File: config.mk
export PLATFORM = sky130hd
export DESIGN_NAME = water_level_fill_drain_controller_top_flat
export DESIGN_NICKNAME = d
export VERILOG_FILES = /design/src/wlfd_pkg.sv /design/src/wlfd_in_if.sv /design/src/wlfd_out_if.sv /design/src/water_level_fill_drain_controller_top.sv /design/src/wlfd_cfg_regs.sv /design/src/wlfd_mode_fsm.sv /design/src/wlfd_display.sv /design/src/flat_wrapper.sv
export SDC_FILE = /design/constraint.sdc
export NUM_CORES = 1
export LEC_CHECK = 0
export BUFFER_PORTS_ARGS = -buffer_cell sky130_fd_sc_hd__buf_2
export CELL_PAD_IN_SITES_DETAIL_PLACEMENT = 0
export CELL_PAD_IN_SITES_GLOBAL_PLACEMENT = 1
export CORE_MARGIN = 2
export CORE_UTILIZATION = 49
export CTS_BUF_LIST = sky130_fd_sc_hd__clkbuf_8
export CTS_CLUSTER_SIZE = 30
export DETAILED_ROUTE_END_ITERATION = 6
export PLACE_DENSITY = 0.85
export RECOVER_POWER = 100
export SYNTH_ARGS = -nofsm -noshare
export SYNTH_HDL_FRONTEND = slang
export SYNTH_HIERARCHICAL = 1
export SYNTH_SLANG_ARGS = --single-unit
File: constraint.sdc
create_clock -name clk -period 6.86 [get_ports clk]
set_input_delay 1.372 -clock clk [delete_from_list [all_inputs] [get_ports clk]]
set_output_delay 1.372 -clock clk [all_outputs]
set_load 0.1 [all_outputs]
File: src/wlfd_pkg.sv
// ---------------------------------------------------------------------------
// wlfd_pkg: shared types and codes for the water level fill/drain controller
// Mode codes, level codes, register map, config and drive bundles.
// ---------------------------------------------------------------------------
package wlfd_pkg;

  localparam int unsigned DATA_W  = 32;
  localparam int unsigned PADDR_W = 5;
  localparam int unsigned MODE_W  = 4;
  localparam int unsigned LVL_W   = 3;
  localparam int unsigned FRAME_W = 2;

  // control modes
  localparam logic [MODE_W-1:0] MODE_RESET       = 4'd0;
  localparam logic [MODE_W-1:0] MODE_IDLE        = 4'd1;
  localparam logic [MODE_W-1:0] MODE_FILL        = 4'd2;
  localparam logic [MODE_W-1:0] MODE_DRAIN       = 4'd3;
  localparam logic [MODE_W-1:0] MODE_FILL_TIMER  = 4'd4;
  localparam logic [MODE_W-1:0] MODE_DRAIN_TIMER = 4'd5;
  localparam logic [MODE_W-1:0] MODE_WAIT_HIGH   = 4'd6;
  localparam logic [MODE_W-1:0] MODE_WAIT_LOW    = 4'd7;
  localparam logic [MODE_W-1:0] MODE_MANUAL      = 4'd8;
  localparam logic [MODE_W-1:0] MODE_ERROR       = 4'd9;
  localparam logic [MODE_W-1:0] MODE_NONE        = 4'd15;

  // sensor levels
  localparam logic [LVL_W-1:0] LVL_LOW   = 3'd0;
  localparam logic [LVL_W-1:0] LVL_MID   = 3'd1;
  localparam logic [LVL_W-1:0] LVL_HIGH  = 3'd2;
  localparam logic [LVL_W-1:0] LVL_ERROR = 3'd3;

  // animation frames
  localparam logic [FRAME_W-1:0] FRAME_HIGH = 2'd0;
  localparam logic [FRAME_W-1:0] FRAME_MID  = 2'd1;
  localparam logic [FRAME_W-1:0] FRAME_LOW  = 2'd2;

  // register indexes (byte address = 4 * index)
  localparam logic [2:0] REG_FILL_TIME   = 3'd0;
  localparam logic [2:0] REG_DRAIN_TIME  = 3'd1;
  localparam logic [2:0] REG_WAIT_TIME   = 3'd2;
  localparam logic [2:0] REG_ANIM_PERIOD = 3'd3;
  localparam logic [2:0] REG_BLINK_PERIOD = 3'd4;

  localparam logic [DATA_W-1:0] FILL_TIME_RST    = 32'd5000;
  localparam logic [DATA_W-1:0] DRAIN_TIME_RST   = 32'd5000;
  localparam logic [DATA_W-1:0] WAIT_TIME_RST    = 32'd60000;
  localparam logic [DATA_W-1:0] ANIM_PERIOD_RST  = 32'd200;
  localparam logic [DATA_W-1:0] BLINK_PERIOD_RST = 32'd500;

  typedef struct packed {
    logic [DATA_W-1:0] fill_time_ms;
    logic [DATA_W-1:0] drain_time_ms;
    logic [DATA_W-1:0] wait_time_ms;
    logic [DATA_W-1:0] animation_period_ms;
    logic [DATA_W-1:0] blink_period_ms;
  } cfg_t;

  typedef struct packed {
    logic              fill_valve;
    logic              drain_valve;
    logic              high_led;
    logic              mid_led;
    logic              low_led;
    logic [MODE_W-1:0] mode_code;
  } drives_t;

endpackage

File: src/wlfd_in_if.sv
// ---------------------------------------------------------------------------
// wlfd_in_if: input channel of one control-loop pass
// Valid/ready handshake carrying time stamp, level code and switch.
// ---------------------------------------------------------------------------
interface wlfd_in_if;
  logic        valid;
  logic        ready;
  logic [31:0] now_ms;
  logic [2:0]  sensor_level;
  logic        drain_switch;

  modport source (output valid, now_ms, sensor_level, drain_switch, input ready);
  modport sink   (input valid, now_ms, sensor_level, drain_switch, output ready);
endinterface

File: src/wlfd_out_if.sv
// ---------------------------------------------------------------------------
// wlfd_out_if: result channel of the controller
// Valid/ready handshake carrying valve drives, lamp drives and mode.
// ---------------------------------------------------------------------------
interface wlfd_out_if;
  logic       valid;
  logic       ready;
  logic       fill_valve;
  logic       drain_valve;
  logic       high_led;
  logic       mid_led;
  logic       low_led;
  logic [3:0] mode_code;

  modport source (output valid, fill_valve, drain_valve, high_led, mid_led, low_led,
                  mode_code, input ready);
  modport sink   (input valid, fill_valve, drain_valve, high_led, mid_led, low_led,
                  mode_code, output ready);
endinterface

File: src/water_level_fill_drain_controller_top.sv
// ---------------------------------------------------------------------------
// water_level_fill_drain_controller_top: water level fill/drain controller
// One control-loop pass per input word; one drive word per pass.
// ---------------------------------------------------------------------------
//  channel  | dir | handshake          | payload
//  ---------+-----+--------------------+------------------------------------
//  in_ch    | in  | valid/ready        | now_ms, sensor_level, drain_switch
//  out_ch   | out | valid/ready        | valves, lamps, mode_code
//  apb      | in  | psel/penable/pready| paddr[4:0], pwdata/prdata 32 bits
//
//  An accepted word is held in the input register, then passes through mode
//  logic and decode into the result register. Throughput is one word per
//  cycle while out_ch.ready is high; the mode and display registers update
//  when a word moves from the input register into the result register.
//  A stalled result holds both registers; in_ch.ready drops only when both
//  are full and out_ch.ready is low. Reset is synchronous, active high.
// ---------------------------------------------------------------------------
module water_level_fill_drain_controller_top
  import wlfd_pkg::*;
(
  input  logic               clk,
  input  logic               rst,
  wlfd_in_if.sink            in_ch,
  wlfd_out_if.source         out_ch,
  input  logic               psel,
  input  logic               penable,
  input  logic               pwrite,
  input  logic [PADDR_W-1:0] paddr,
  input  logic [DATA_W-1:0]  pwdata,
  output logic [DATA_W-1:0]  prdata,
  output logic               pready
);

  cfg_t              cfg;
  logic              in_valid;
  logic [DATA_W-1:0] now_ms;
  logic [LVL_W-1:0]  sensor_level;
  logic              drain_switch;
  logic              out_valid;
  drives_t           result;
  drives_t           drives;
  logic [MODE_W-1:0] mode_next;
  logic              out_free;
  logic              fire;

  assign out_free    = !out_valid || out_ch.ready;
  assign fire        = in_valid && out_free;
  assign in_ch.ready = !in_valid || out_free;

  wlfd_cfg_regs u_cfg (
    .clk     (clk),
    .rst     (rst),
    .psel    (psel),
    .penable (penable),
    .pwrite  (pwrite),
    .paddr   (paddr),
    .pwdata  (pwdata),
    .prdata  (prdata),
    .pready  (pready),
    .cfg     (cfg)
  );

  // input register
  always_ff @(posedge clk) begin
    if (rst) begin
      in_valid <= 1'b0;
    end else if (in_ch.ready) begin
      in_valid <= in_ch.valid;
    end
  end

  always_ff @(posedge clk) begin
    if (in_ch.valid && in_ch.ready) begin
      now_ms       <= in_ch.now_ms;
      sensor_level <= in_ch.sensor_level;
      drain_switch <= in_ch.drain_switch;
    end
  end

  wlfd_mode_fsm u_fsm (
    .clk          (clk),
    .rst          (rst),
    .fire         (fire),
    .now_ms       (now_ms),
    .sensor_level (sensor_level),
    .drain_switch (drain_switch),
    .cfg          (cfg),
    .mode_next    (mode_next)
  );

  wlfd_display u_disp (
    .clk       (clk),
    .rst       (rst),
    .fire      (fire),
    .now_ms    (now_ms),
    .mode_next (mode_next),
    .cfg       (cfg),
    .drives    (drives)
  );

  // result register
  always_ff @(posedge clk) begin
    if (rst) begin
      out_valid <= 1'b0;
    end else if (out_free) begin
      out_valid <= in_valid;
    end
  end

  always_ff @(posedge clk) begin
    if (fire) begin
      result <= drives;
    end
  end

  assign out_ch.valid       = out_valid;
  assign out_ch.fill_valve  = result.fill_valve;
  assign out_ch.drain_valve = result.drain_valve;
  assign out_ch.high_led    = result.high_led;
  assign out_ch.mid_led     = result.mid_led;
  assign out_ch.low_led     = result.low_led;
  assign out_ch.mode_code   = result.mode_code;

`ifndef SYNTHESIS
  a_fire_to_out: assert property (@(posedge clk) disable iff (rst)
    fire |=> out_valid)
    else $error("processed word did not reach result register");

  a_hold_input: assert property (@(posedge clk) disable iff (rst)
    in_valid && !out_free |=> in_valid && $stable(now_ms))
    else $error("held input word lost while result stalled");
`endif

endmodule

File: src/wlfd_cfg_regs.sv
// ---------------------------------------------------------------------------
// wlfd_cfg_regs: APB register file
// Five 32-bit timing registers at byte addresses 0, 4, 8, 12, 16.
// ---------------------------------------------------------------------------
module wlfd_cfg_regs
  import wlfd_pkg::*;
(
  input  logic               clk,
  input  logic               rst,
  input  logic               psel,
  input  logic               penable,
  input  logic               pwrite,
  input  logic [PADDR_W-1:0] paddr,
  input  logic [DATA_W-1:0]  pwdata,
  output logic [DATA_W-1:0]  prdata,
  output logic               pready,
  output cfg_t               cfg
);

  logic       wr_en;
  logic [2:0] reg_idx;

  assign pready  = 1'b1;
  assign wr_en   = psel && penable && pwrite && pready;
  assign reg_idx = paddr[4:2];

  always_ff @(posedge clk) begin
    if (rst) begin
      cfg.fill_time_ms        <= FILL_TIME_RST;
      cfg.drain_time_ms       <= DRAIN_TIME_RST;
      cfg.wait_time_ms        <= WAIT_TIME_RST;
      cfg.animation_period_ms <= ANIM_PERIOD_RST;
      cfg.blink_period_ms     <= BLINK_PERIOD_RST;
    end else if (wr_en) begin
      case (reg_idx)
        REG_FILL_TIME:    cfg.fill_time_ms        <= pwdata;
        REG_DRAIN_TIME:   cfg.drain_time_ms       <= pwdata;
        REG_WAIT_TIME:    cfg.wait_time_ms        <= pwdata;
        REG_ANIM_PERIOD:  cfg.animation_period_ms <= pwdata;
        REG_BLINK_PERIOD: cfg.blink_period_ms     <= pwdata;
        default: ;  // drop writes past the map
      endcase
    end
  end

  always_comb begin
    case (reg_idx)
      REG_FILL_TIME:    prdata = cfg.fill_time_ms;
      REG_DRAIN_TIME:   prdata = cfg.drain_time_ms;
      REG_WAIT_TIME:    prdata = cfg.wait_time_ms;
      REG_ANIM_PERIOD:  prdata = cfg.animation_period_ms;
      REG_BLINK_PERIOD: prdata = cfg.blink_period_ms;
      default:          prdata = '0;
    endcase
  end

endmodule

File: src/wlfd_mode_fsm.sv
// ---------------------------------------------------------------------------
// wlfd_mode_fsm: control mode machine
// Overrides, level transitions and entry-relative timers; holds mode and
// the entry time stamp.
// ---------------------------------------------------------------------------
module wlfd_mode_fsm
  import wlfd_pkg::*;
(
  input  logic              clk,
  input  logic              rst,
  input  logic              fire,
  input  logic [DATA_W-1:0] now_ms,
  input  logic [LVL_W-1:0]  sensor_level,
  input  logic              drain_switch,
  input  cfg_t              cfg,
  output logic [MODE_W-1:0] mode_next
);

  logic [MODE_W-1:0] control_mode;
  logic [DATA_W-1:0] entry_time;
  logic [DATA_W-1:0] elapsed;
  logic              fill_done;
  logic              drain_done;
  logic              wait_done;

  // elapsed wraps modulo 2^32
  assign elapsed    = now_ms - entry_time;
  assign fill_done  = elapsed >= cfg.fill_time_ms;
  assign drain_done = elapsed >= cfg.drain_time_ms;
  assign wait_done  = elapsed >= cfg.wait_time_ms;

  always_comb begin
    mode_next = control_mode;
    if (drain_switch) begin
      mode_next = MODE_MANUAL;
    end else if (sensor_level == LVL_ERROR) begin
      mode_next = MODE_ERROR;
    end else if (sensor_level > LVL_ERROR) begin
      mode_next = MODE_RESET;
    end else begin
      case (control_mode)
        MODE_RESET, MODE_IDLE: begin
          if (sensor_level == LVL_HIGH)     mode_next = MODE_DRAIN;
          else if (sensor_level == LVL_LOW) mode_next = MODE_FILL;
          else                              mode_next = MODE_IDLE;
        end
        MODE_FILL: begin
          if (sensor_level == LVL_HIGH)     mode_next = MODE_WAIT_HIGH;
          else if (sensor_level == LVL_MID) mode_next = MODE_FILL_TIMER;
        end
        MODE_DRAIN: begin
          if (sensor_level == LVL_LOW)      mode_next = MODE_WAIT_LOW;
          else if (sensor_level == LVL_MID) mode_next = MODE_DRAIN_TIMER;
        end
        MODE_FILL_TIMER: begin
          if (sensor_level == LVL_HIGH)     mode_next = MODE_WAIT_HIGH;
          else if (sensor_level == LVL_LOW) mode_next = MODE_FILL;
          else if (fill_done)               mode_next = MODE_IDLE;
        end
        MODE_DRAIN_TIMER: begin
          if (sensor_level == LVL_LOW)       mode_next = MODE_WAIT_LOW;
          else if (sensor_level == LVL_HIGH) mode_next = MODE_DRAIN;
          else if (drain_done)               mode_next = MODE_IDLE;
        end
        MODE_WAIT_HIGH, MODE_WAIT_LOW: begin
          if (wait_done) mode_next = MODE_IDLE;
        end
        default: mode_next = MODE_RESET;
      endcase
    end
  end

  always_ff @(posedge clk) begin
    if (rst) begin
      control_mode <= MODE_RESET;
      entry_time   <= '0;
    end else if (fire && (mode_next != control_mode)) begin
      control_mode <= mode_next;
      entry_time   <= now_ms;
    end
  end

`ifndef SYNTHESIS
  a_switch_manual: assert property (@(posedge clk) disable iff (rst)
    fire && drain_switch |=> control_mode == MODE_MANUAL)
    else $error("manual switch did not force manual mode");

  a_error_level: assert property (@(posedge clk) disable iff (rst)
    fire && !drain_switch && sensor_level == LVL_ERROR |=> control_mode == MODE_ERROR)
    else $error("error level did not force error mode");

  a_entry_stamp: assert property (@(posedge clk) disable iff (rst)
    fire && (mode_next != control_mode) |=> entry_time == $past(now_ms))
    else $error("entry time not taken on mode change");
`endif

endmodule

File: src/wlfd_display.sv
// ---------------------------------------------------------------------------
// wlfd_display: blink/animation timing and drive decode
// Restarts blink and animation on a shown-mode change, steps them on their
// periods, and decodes valve and lamp drives from the new mode.
// ---------------------------------------------------------------------------
module wlfd_display
  import wlfd_pkg::*;
(
  input  logic              clk,
  input  logic              rst,
  input  logic              fire,
  input  logic [DATA_W-1:0] now_ms,
  input  logic [MODE_W-1:0] mode_next,
  input  cfg_t              cfg,
  output drives_t           drives
);

  logic [MODE_W-1:0]  shown_mode;
  logic [DATA_W-1:0]  animation_mark;
  logic [DATA_W-1:0]  blink_mark;
  logic               blink_on;
  logic [FRAME_W-1:0] animation_frame;

  logic [MODE_W-1:0]  shown_mode_next;
  logic [DATA_W-1:0]  animation_mark_next;
  logic [DATA_W-1:0]  blink_mark_next;
  logic               blink_on_next;
  logic [FRAME_W-1:0] animation_frame_next;

  logic               mode_changed;
  logic               anim_hit;
  logic               blink_hit;

  assign mode_changed = mode_next != shown_mode;
  assign anim_hit     = (now_ms - animation_mark) >= cfg.animation_period_ms;
  assign blink_hit    = (now_ms - blink_mark) >= cfg.blink_period_ms;

  always_comb begin
    shown_mode_next      = mode_next;
    animation_mark_next  = animation_mark;
    blink_mark_next      = blink_mark;
    blink_on_next        = blink_on;
    animation_frame_next = animation_frame;
    if (mode_changed) begin
      animation_mark_next  = now_ms;
      blink_mark_next      = now_ms;
      animation_frame_next = FRAME_HIGH;
      blink_on_next        = 1'b1;
    end else begin
      if (anim_hit) begin
        animation_mark_next  = now_ms;
        animation_frame_next = (animation_frame >= FRAME_LOW) ? FRAME_HIGH
                                                              : animation_frame + 2'd1;
      end
      if (blink_hit) begin
        blink_mark_next = now_ms;
        blink_on_next   = !blink_on;
      end
    end
  end

  always_comb begin
    drives           = '0;
    drives.mode_code = mode_next;
    case (mode_next)
      MODE_RESET: drives.mid_led = blink_on_next;
      MODE_IDLE:  drives.mid_led = 1'b1;
      MODE_FILL: begin
        drives.fill_valve = 1'b1;
        drives.low_led    = 1'b1;
      end
      MODE_DRAIN: begin
        drives.drain_valve = 1'b1;
        drives.high_led    = 1'b1;
      end
      MODE_FILL_TIMER: begin
        drives.fill_valve = 1'b1;
        drives.low_led    = 1'b1;
        drives.mid_led    = blink_on_next;
      end
      MODE_DRAIN_TIMER: begin
        drives.drain_valve = 1'b1;
        drives.high_led    = 1'b1;
        drives.mid_led     = blink_on_next;
      end
      MODE_WAIT_HIGH: drives.high_led = blink_on_next;
      MODE_WAIT_LOW:  drives.low_led  = blink_on_next;
      MODE_MANUAL: begin
        drives.drain_valve = 1'b1;
        drives.high_led    = animation_frame_next == FRAME_HIGH;
        drives.mid_led     = animation_frame_next == FRAME_MID;
        drives.low_led     = animation_frame_next == FRAME_LOW;
      end
      MODE_ERROR: begin
        drives.high_led = blink_on_next;
        drives.mid_led  = blink_on_next;
        drives.low_led  = blink_on_next;
      end
      default: ;
    endcase
  end

  always_ff @(posedge clk) begin
    if (rst) begin
      shown_mode      <= MODE_NONE;
      animation_mark  <= '0;
      blink_mark      <= '0;
      blink_on        <= 1'b0;
      animation_frame <= FRAME_HIGH;
    end else if (fire) begin
      shown_mode      <= shown_mode_next;
      animation_mark  <= animation_mark_next;
      blink_mark      <= blink_mark_next;
      blink_on        <= blink_on_next;
      animation_frame <= animation_frame_next;
    end
  end

`ifndef SYNTHESIS
  a_restart: assert property (@(posedge clk) disable iff (rst)
    fire && mode_changed |=> blink_on && animation_frame == FRAME_HIGH)
    else $error("blink/animation not restarted on mode change");

  a_frame_range: assert property (@(posedge clk) disable iff (rst)
    animation_frame != 2'd3)
    else $error("animation frame out of sequence");
`endif

endmodule
File: src/flat_wrapper.sv
// flat-port wrapper written by rule: the top's interface ports become plain ports
module water_level_fill_drain_controller_top_flat import wlfd_pkg::*;
  (clk, rst, psel, penable, pwrite, paddr, pwdata, prdata, pready, in_ch_valid, in_ch_now_ms, in_ch_sensor_level, in_ch_drain_switch, in_ch_ready, out_ch_valid, out_ch_fill_valve, out_ch_drain_valve, out_ch_high_led, out_ch_mid_led, out_ch_low_led, out_ch_mode_code, out_ch_ready);
  wlfd_in_if in_ch_i ();
  wlfd_out_if out_ch_i ();
  input  logic clk;
  input  logic rst;
  input  logic psel;
  input  logic penable;
  input  logic pwrite;
  input  logic [PADDR_W-1:0] paddr;
  input  logic [DATA_W-1:0] pwdata;
  output logic [DATA_W-1:0] prdata;
  output logic pready;
  input wire logic [$bits(in_ch_i.valid)-1:0] in_ch_valid;
  input wire logic [$bits(in_ch_i.now_ms)-1:0] in_ch_now_ms;
  input wire logic [$bits(in_ch_i.sensor_level)-1:0] in_ch_sensor_level;
  input wire logic [$bits(in_ch_i.drain_switch)-1:0] in_ch_drain_switch;
  output wire logic [$bits(in_ch_i.ready)-1:0] in_ch_ready;
  output wire logic [$bits(out_ch_i.valid)-1:0] out_ch_valid;
  output wire logic [$bits(out_ch_i.fill_valve)-1:0] out_ch_fill_valve;
  output wire logic [$bits(out_ch_i.drain_valve)-1:0] out_ch_drain_valve;
  output wire logic [$bits(out_ch_i.high_led)-1:0] out_ch_high_led;
  output wire logic [$bits(out_ch_i.mid_led)-1:0] out_ch_mid_led;
  output wire logic [$bits(out_ch_i.low_led)-1:0] out_ch_low_led;
  output wire logic [$bits(out_ch_i.mode_code)-1:0] out_ch_mode_code;
  input wire logic [$bits(out_ch_i.ready)-1:0] out_ch_ready;
  assign in_ch_i.valid = in_ch_valid;
  assign in_ch_i.now_ms = in_ch_now_ms;
  assign in_ch_i.sensor_level = in_ch_sensor_level;
  assign in_ch_i.drain_switch = in_ch_drain_switch;
  assign in_ch_ready = in_ch_i.ready;
  assign out_ch_valid = out_ch_i.valid;
  assign out_ch_fill_valve = out_ch_i.fill_valve;
  assign out_ch_drain_valve = out_ch_i.drain_valve;
  assign out_ch_high_led = out_ch_i.high_led;
  assign out_ch_mid_led = out_ch_i.mid_led;
  assign out_ch_low_led = out_ch_i.low_led;
  assign out_ch_mode_code = out_ch_i.mode_code;
  assign out_ch_i.ready = out_ch_ready;
  water_level_fill_drain_controller_top u_core (.clk(clk), .rst(rst), .in_ch(in_ch_i), .out_ch(out_ch_i), .psel(psel), .penable(penable), .pwrite(pwrite), .paddr(paddr), .pwdata(pwdata), .prdata(prdata), .pready(pready));
endmodule
==> out/metrics.yaml, run 1 <==
status: "finished with violations"
violations: "capacitance limit, slew limit"
worstSetupEndpointType: "flop"
setup_tns_ns: 0
slowest_stage: "clkbuf_2"
setup_ws_ns: 0.3264
regToRegSetupSlack_ns: 0.33
syn_inst: 2538
yosysWarnings: 6
cts_setup_buffers: 0
num_rows: 77
p_leak_nw: 10.53
io_pins: 124
critPathKind: "reg2reg"
vias_per_cell: 5.719
antenna_cells: 0
drive_above_1_share: 0.1039
dieHeight_um: 216.8
powerDensity_nw_per_um2: 216.1
synth_seq_cells: 314
core-area_um2: 44410
arrival_ns: 7.09
timing.final.crit_period_ns: 6.534
synth-main-ff-cell: "dfxtp_1"
grt_pass1_vias: 17980
n_fill_cell: 4104
worstPathCellList: "ha_1, and3_1, nand4_1, o211ai_1, a21oi_2, o21ai_1, a31oi_1, or4b_1, o2111ai_1, ha_1, a21o_1, a221o_1, a221oi_1, o21a_1, a31o_2, a211oi_1, buf_4, nor4_1, nand4b_2, clkbuf_2, nand3_1, a21oi_1"
use_met3: 0.03648
final_nets: 2979
cts.path.max_buffers: 3
met1_usage: 0.3870
switchingPower_mw: 1.796
start_kind: "flop"
rsz0062_at_grt: "false"
syn-num-nets: 2874
register_area_um2: 6736
drtAntennaViolNets: 0
area.growth.synth_to_final_pct: 9.916
cts_buffers: 57
multiInputGateArea_um2: 13780
sw_frac_of_total: 0.3407
dp_hpwl_mm: 46.77
pwr-share-seq: 0.376
grt_pass1_wl_mm: 99.46
dieArea_um2: 46990
antenna_found_initial: 1
vdd_drop_max_mv: 0.1445
fp.dieW_um: 216.8
p_int_mw: 3.474
crit_required_ns: 7.42
drv_slew: 206
setup_violations: 0
max_stage_delay_ns: 0.66
gp_congestion: 0.8987
path_common_cell: "ha_1"
first_iter_violations: 1616
grt_max_degree: 189
rr_startpoint: "u_core/now_ms[9]"
netlist_area_um2: 22180
cts_tree: "done"
postSynthAreaPerCell_um2: 8.740
synth.distinct_cells: 88
p_comb_frac: 0.287
async_flop_share: 0
routedWlPerCell_um: 19.51
cts.sinks: 314
hold_path_depth: 2
startpoint: "u_core/now_ms[9]"
timing.final.crit_share: 0.9524
max_slew_margin: -1.020
hold_class: "reg2reg"
grtUsageMet2: 0.4184
clk_pin_slew_ns: 0.06
synth-edff-count: 45
hold_violations: 0
start_util: 0.4995
p_clk_frac: 0.337
tightest_slew_ns: 3.030
clkLatencyLatePin_ns: 0.67
critPathMaxFanout: 34
r2r-end: "u_core/u_fsm/entry_time[3]"
r2r_cells: 22
clock_skew_ns: 0.04407
grt_busiest_layer: "met2"
max_freq_ghz: 0.1531
drv_cap: 7
grt_overflow: 0
port-buffer-count: 120
place_ws_ns: 0.4145
clk_root_buffer_cell: "clkbuf_8"
drc: 0
vias: 18750
track_usage: 0.2676
h-tree-depth: 2
finalWirelength_mm: 63.95
seq_area_frac_synth: 0.3037
drtPass1Iterations: 6
endpoint: "u_core/u_fsm/entry_time[3]"
power groups by stage:
stage,clock network (mW),registers [mW],logic [mW]
3_3_place_gp,0,2.02,1.44
4_1_cts,1.83,1.98,1.49
5_1_grt,1.91,1.99,1.67
3_5_place_dp,0,2.02,1.48
2_1_floorplan,0,2.02,1.06
6_report,1.78,1.98,1.51
synthesized netlist by cell type (11+ instances only):
cell type | count | area (um^2)
o22ai_1 | 38 | 237.7
a21oi_1 | 147 | 735.7
nand2_1 | 79 | 296.5
nand3_1 | 64 | 320.3
a21o_1 | 61 | 457.9
xnor2_1 | 60 | 525.5
o211ai_1 | 12 | 90.09
o21a_1 | 16 | 120.1
nor2b_1 | 26 | 162.7
a22oi_1 | 63 | 473.0
nor2_1 | 180 | 675.7
mux2_2 | 32 | 360.4
buf_2 | 33 | 165.2
clkbuf_1 | 60 | 225.2
ha_1 | 253 | 3166
nor3_1 | 23 | 115.1
nand4_1 | 28 | 175.2
mux2i_1 | 227 | 2272
o21ai_1 | 23 | 115.1
o21bai_1 | 12 | 90.09
buf_4 | 13 | 97.59
a211o_1 | 11 | 96.34
a211oi_1 | 18 | 135.1
nand2b_1 | 185 | 1157
dfxtp_1 | 269 | 5385
o21ai_0 | 75 | 375.4
xor2_1 | 32 | 280.3
and3_1 | 13 | 81.33
edfxtp_1 | 45 | 1351
inv_1 | 283 | 1062
what timing repair did:
action	in CTS	in global routing
resized for setup	0	3
hold buffers	0	0
endpoints found under the setup margin	0	67
kinds of logic (layout without fill, tap and decap cells):
| kind of cell | after synthesis | count (layout) | synth area share |
|---|---|---|---|
| other cells | 1 | 1 | 0.0001691 |
| mux | 259 | 259 | 0.1187 |
| flops | 314 | 314 | 0.3037 |
| compound gates | 558 | 558 | 0.1650 |
| simple gates | 656 | 656 | 0.1560 |
| buf+inv | 401 | 549 | 0.07429 |
| fa+ha+maj | 257 | 257 | 0.1459 |
| xor+xnor | 92 | 92 | 0.03632 |
flip-flops by register name, indices dropped and copies added (netlist names), 2 cells and up:
signal	count
u_core/u_disp/animation_frame	2
u_core/now_ms	32
u_core/u_disp/animation_mark	32
u_core/u_fsm/control_mode	4
u_core/u_cfg/cfg	160
u_core/sensor_level	3
u_core/u_fsm/entry_time	32
u_core/u_disp/shown_mode	4
u_core/out_ch.mode_code	4
u_core/u_disp/blink_mark	32
area by class of cell:
cell class                 count  area share
tap                          592     0.03038
sequential                   314      0.2763
clock buffer                  67     0.03782
multi-input combinational   1823      0.5653
inverter                     284     0.04372
timing repair buffer         163     0.03808
clock inverter                35    0.008416
cell usage in the layout (no fill, tap or decap), types with 11 or more instances in the layout:
cell and count:
nor3_1 23, a22oi_1 63, and3_1 13, nor2b_1 24
nand2_1 78, mux2i_1 227, o211ai_1 12, xor2_1 32
nand2b_1 185, xnor2_1 60, edfxtp_1 45, o21a_1 16
a21oi_1 146, ha_1 253, o21ai_0 95, o21bai_1 12
mux2_2 32, dfxtp_1 269, a211o_1 11, nand4_1 28
o22ai_1 38, clkbuf_8 68, buf_4 29, a211oi_1 18
buf_2 74, clkbuf_2 32, nand3_1 62, clkbuf_1 23
inv_1 301, a21o_1 61, nor2_1 180
worst max-delay path: cells and delay by family, from the launching register on:
kind / cells / cell delay, ns
flops: 1 / 0.50
fa+ha+maj: 2 / 0.79
compound gates: 12 / 2.77
buf+inv: 2 / 0.83
simple gates: 6 / 1.50
metal layers:
layer  vias to the layer above  wire, um
met5                         -         0
li1                       9152         -
met1                      8938     30910
met4                         0      1391
met3                        90      3986
met2                       566     27650
how the worst min path moves through the flow:
| stage | startpoint | endpoint | slack, ns |
|---|---|---|---|
| final | u_core/u_fsm/entry_time[12] | u_core/u_fsm/entry_time[12] | 0.46 |
| after global routing | u_core/u_fsm/entry_time[14] | u_core/u_fsm/entry_time[14] | 0.48 |
| after CTS | u_core/u_fsm/entry_time[14] | u_core/u_fsm/entry_time[14] | 0.46 |
| after detailed placement | u_core/u_fsm/entry_time[14] | u_core/u_fsm/entry_time[14] | 0.46 |
| after global placement | u_core/u_fsm/entry_time[14] | u_core/u_fsm/entry_time[14] | 0.45 |
| after floorplan | u_core/u_fsm/entry_time[10] | u_core/u_fsm/entry_time[10] | 0.44 |
per-stage QoR:
step | instances | util | power (mW) | instance area [um^2] | hold WS, ns
finish | 3278 | 0.5490 | 5.270 | 24380 | 0.4631
floorplan | 2538 | - | 3.084 | 22180 | 0.4437
CTS | 3278 | 0.5515 | 5.300 | 24500 | 0.4629
global route | 3278 | 0.5490 | 5.567 | 24380 | 0.4842
global placement | 3176 | 0.5262 | 3.454 | 23370 | 0.4498
detailed placement | 3176 | 0.5262 | 3.502 | 23370 | 0.4552
Power figures use the tool's default switching activity.
==> run 2: changes to the inputs <==
--- a/config.mk
+++ b/config.mk
@@ -8,12 +8,13 @@
 export BUFFER_PORTS_ARGS = -buffer_cell sky130_fd_sc_hd__buf_2
 export CELL_PAD_IN_SITES_DETAIL_PLACEMENT = 0
 export CELL_PAD_IN_SITES_GLOBAL_PLACEMENT = 1
+export CORE_ASPECT_RATIO = 1.5
 export CORE_MARGIN = 2
 export CORE_UTILIZATION = 49
 export CTS_BUF_LIST = sky130_fd_sc_hd__clkbuf_8
 export CTS_CLUSTER_SIZE = 30
 export DETAILED_ROUTE_END_ITERATION = 6
-export PLACE_DENSITY = 0.85
+export PLACE_DENSITY_LB_ADDON = 0.1
 export RECOVER_POWER = 100
 export SYNTH_ARGS = -nofsm -noshare
 export SYNTH_HDL_FRONTEND = slang
==> out/metrics.yaml, run 2 (synthesis gave the netlist of run 1 again) <==
status: "finished with violations"
violations: "capacitance limit, slew limit"
area.growth.synth_to_final_pct: 9.922  # about the same
regMostFlops: "u_core/u_cfg/cfg"
dpl.cell_count: 3175  # -0.031%
p_clk_frac: 0.316  # -0.021
dp_hpwl_mm: 48.40  # +3.5%
tightest_slew_ns: 3.151  # +0.1208 ns
mostFrequentLayoutCells: "inv_1, dfxtp_1, ha_1"
clkLatencyLatePin_ns: 0.63  # -0.04 ns
clock_skew_ns: 0.03328  # -0.01079 ns
min_from: "u_core/u_fsm/entry_time[11]"
vdd_drop_max_mv: 0.1278  # -12%
cts_buffers: 52  # -8.8%
fin_cells: 3272  # -0.18%
port-buffer-count: 120  # unchanged
p_leak_nw: 10.40  # -1.2%
setup_ws_ns: 0.2404  # -0.08594 ns
clk_root_buffer_cell: "clkbuf_8"
p_int_mw: 3.341  # -3.8%
switchingPower_mw: 1.798  # +0.14%
final_common_cell: "inv_1"
cts.hold.buffers_added: 0  # unchanged
final_nets: 2984  # +0.17%
drv_cap: 8  # +1
grt_pass1_vias: 18160  # +1.0%
dieHeight_um: 264.6  # +22%
cts.path.max_buffers: 3  # unchanged
p_comb_frac: 0.300  # +0.013
dieArea_um2: 47020  # about the same
critPathKind: "reg2reg"
arrival_ns: 6.99  # -0.10 ns
cts_tree: "done"
first_iter_violations: 1235  # -24%
core-area_um2: 44810  # +0.90%
grt_pass1_wl_mm: 99.61  # +0.15%
cts.sinks: 314  # unchanged
max_freq_ghz: 0.1511  # -1.3%
grt_max_degree: 234  # +24%
setup_violations: 0  # unchanged
fp.dieW_um: 177.7  # -18%
rsz0062_at_grt: "false"
r2r-end: "u_core/out_ch.mid_led"
drtAntennaViolNets: 0  # unchanged
gp_congestion: 0.8967  # -0.22%
clk_pin_slew_ns: 0.06  # about the same
track_usage: 0.2716  # +0.004003
critPathMaxFanout: 4  # -88%
r2r_cells: 25  # +14%
hold_end: "u_core/u_fsm/entry_time[11]"
largest_reg_flops: 160  # unchanged
vias_per_cell: 5.675  # -0.76%
rr_startpoint: "u_core/now_ms[0]"
num_rows: 95  # +23%
timing.final.crit_share: 0.9649  # +0.01253
max_slew_margin: -1.101  # -0.08054
sw_frac_of_total: 0.3499  # +0.009188
antenna_found_initial: 1  # unchanged
hold_violations: 0  # unchanged
pwr-share-seq: 0.384  # +0.008
place_ws_ns: 0.1527  # -0.2618 ns
drc: 0  # unchanged
hold_class: "reg2reg"
drive_above_1_share: 0.09929  # -0.004579
drtPass1Iterations: 5  # -1
worstSetupEndpointType: "flop"
finalWirelength_mm: 65.34  # +2.2%
hold_path_depth: 2  # unchanged
h-tree-depth: 2  # unchanged
crit_required_ns: 7.23  # -0.19 ns
drv_slew: 197  # -4.4%
vias: 18570  # -0.94%
start_kind: "flop"
setup_tns_ns: 0  # unchanged
powerDensity_nw_per_um2: 210.8  # -2.5%
grt_overflow: 0  # unchanged
routedWlPerCell_um: 19.97  # +2.4%
start_util: 0.4950  # -0.004435
io_pins: 124  # unchanged
regToRegSetupSlack_ns: 0.24  # -0.09 ns
timing.final.crit_period_ns: 6.620  # +0.08594 ns
[run 2: cell types whose count changed in the layout (fill, tap and decap cells not counted), sizes merged]
| cell | change |
|---|---|
| buf | +6 |
| clkbuf | -5 |
| inv | -5 |
| clkinv | +4 |
| clkinvlp | +4 |
| bufinv | -1 |
| diode | +1 |
[run 2: worst max-delay path by stage]
| stage | slack, ns | cells after the start | start | end |
|---|---|---|---|---|
| floorplan | 0.64 | 25 | u_core/now_ms[1] | u_core/out_ch.mid_led |
| global placement | 0.17 | 26 | u_core/now_ms[1] | u_core/out_ch.mid_led |
| detailed placement | 0.15 | 28 | u_core/now_ms[1] | u_core/u_disp/blink_mark[12] |
| CTS | 0.13 | 28 | u_core/now_ms[1] | u_core/u_disp/blink_mark[12] |
| global route | 0.007 | 28 | u_core/now_ms[1] | u_core/u_disp/blink_mark[4] |
| finish | 0.24 | 25 | u_core/now_ms[0] | u_core/out_ch.mid_led |
[run 2: timing repair]
item / CTS / global route
resized for setup: 0 / 9
endpoints found under the setup margin: 0 / 62
setup buffers: 0 / 1
[run 2: cell type report]
cell class / count / area [um^2]
diodes: 1 / 2.502
clock buffers: 58 / 798.3
clock inverters: 37 / 195.2
fillers: 4267 / 20430
inverters: 284 / 1066
multi-input cells: 1823 / 13850
flip-flops and latches: 314 / 6736
well taps: 582 / 728.2
repair buffers: 173 / 1007
[run 2: per-stage QoR]
stage / power (mW) / utilization / hold WS (ns) / cell area [um^2]
6_report: 5.139 / 0.5441 / 0.4614 / 24380
5_1_grt: 5.428 / 0.5441 / 0.4837 / 24380
4_1_cts: 5.171 / 0.5463 / 0.4657 / 24480
3_5_place_dp: 3.529 / 0.5241 / 0.4552 / 23490
3_3_place_gp: 3.489 / 0.5241 / 0.4492 / 23490
2_1_floorplan: 3.084 / - / 0.4437 / 22180
[run 2: worst max-delay path: stages (launching register included)]
cell	delay, ns
edfxtp_1	0.39
buf_4	0.17
inv_1	0.08
ha_1	0.16
inv_1	0.06
fa_1	0.41
a21oi_1	0.21
o22ai_1	0.16
a211o_1	0.36
a211o_1	0.35
a31oi_4	0.25
o211ai_1	0.23
nand2_1	0.12
o21ai_0	0.13
xor2_1	0.17
ha_1	0.31
nand4_1	0.27
nor4_1	0.56
nand2_1	0.22
a2111oi_1	0.61
buf_4	0.24
nor3_1	0.11
xor2_1	0.16
nand2_1	0.09
maj3_1	0.37
a21o_1	0.19
[run 2: metal layers]
layer | share of wire | up-vias | GRT usage | routed length [um]
met5 | 0 | - | 0 | 0
met4 | 0.029 | 0 | 0.08618 | 1918
met3 | 0.044 | 106 | 0.02883 | 2850
met2 | 0.48 | 472 | 0.4742 | 31570
met1 | 0.44 | 8829 | 0.3481 | 29000
li1 | - | 9162 | - | -
[run 2: power by group through the flow]
stage          clock network, mW  logic [mW]  registers, mW
6_report                    1.62        1.54           1.98
5_1_grt                     1.75        1.70           1.98
4_1_cts                     1.67        1.52           1.97
3_5_place_dp                   0        1.51           2.01
3_3_place_gp                   0        1.48           2.01
2_1_floorplan                  0        1.06           2.02
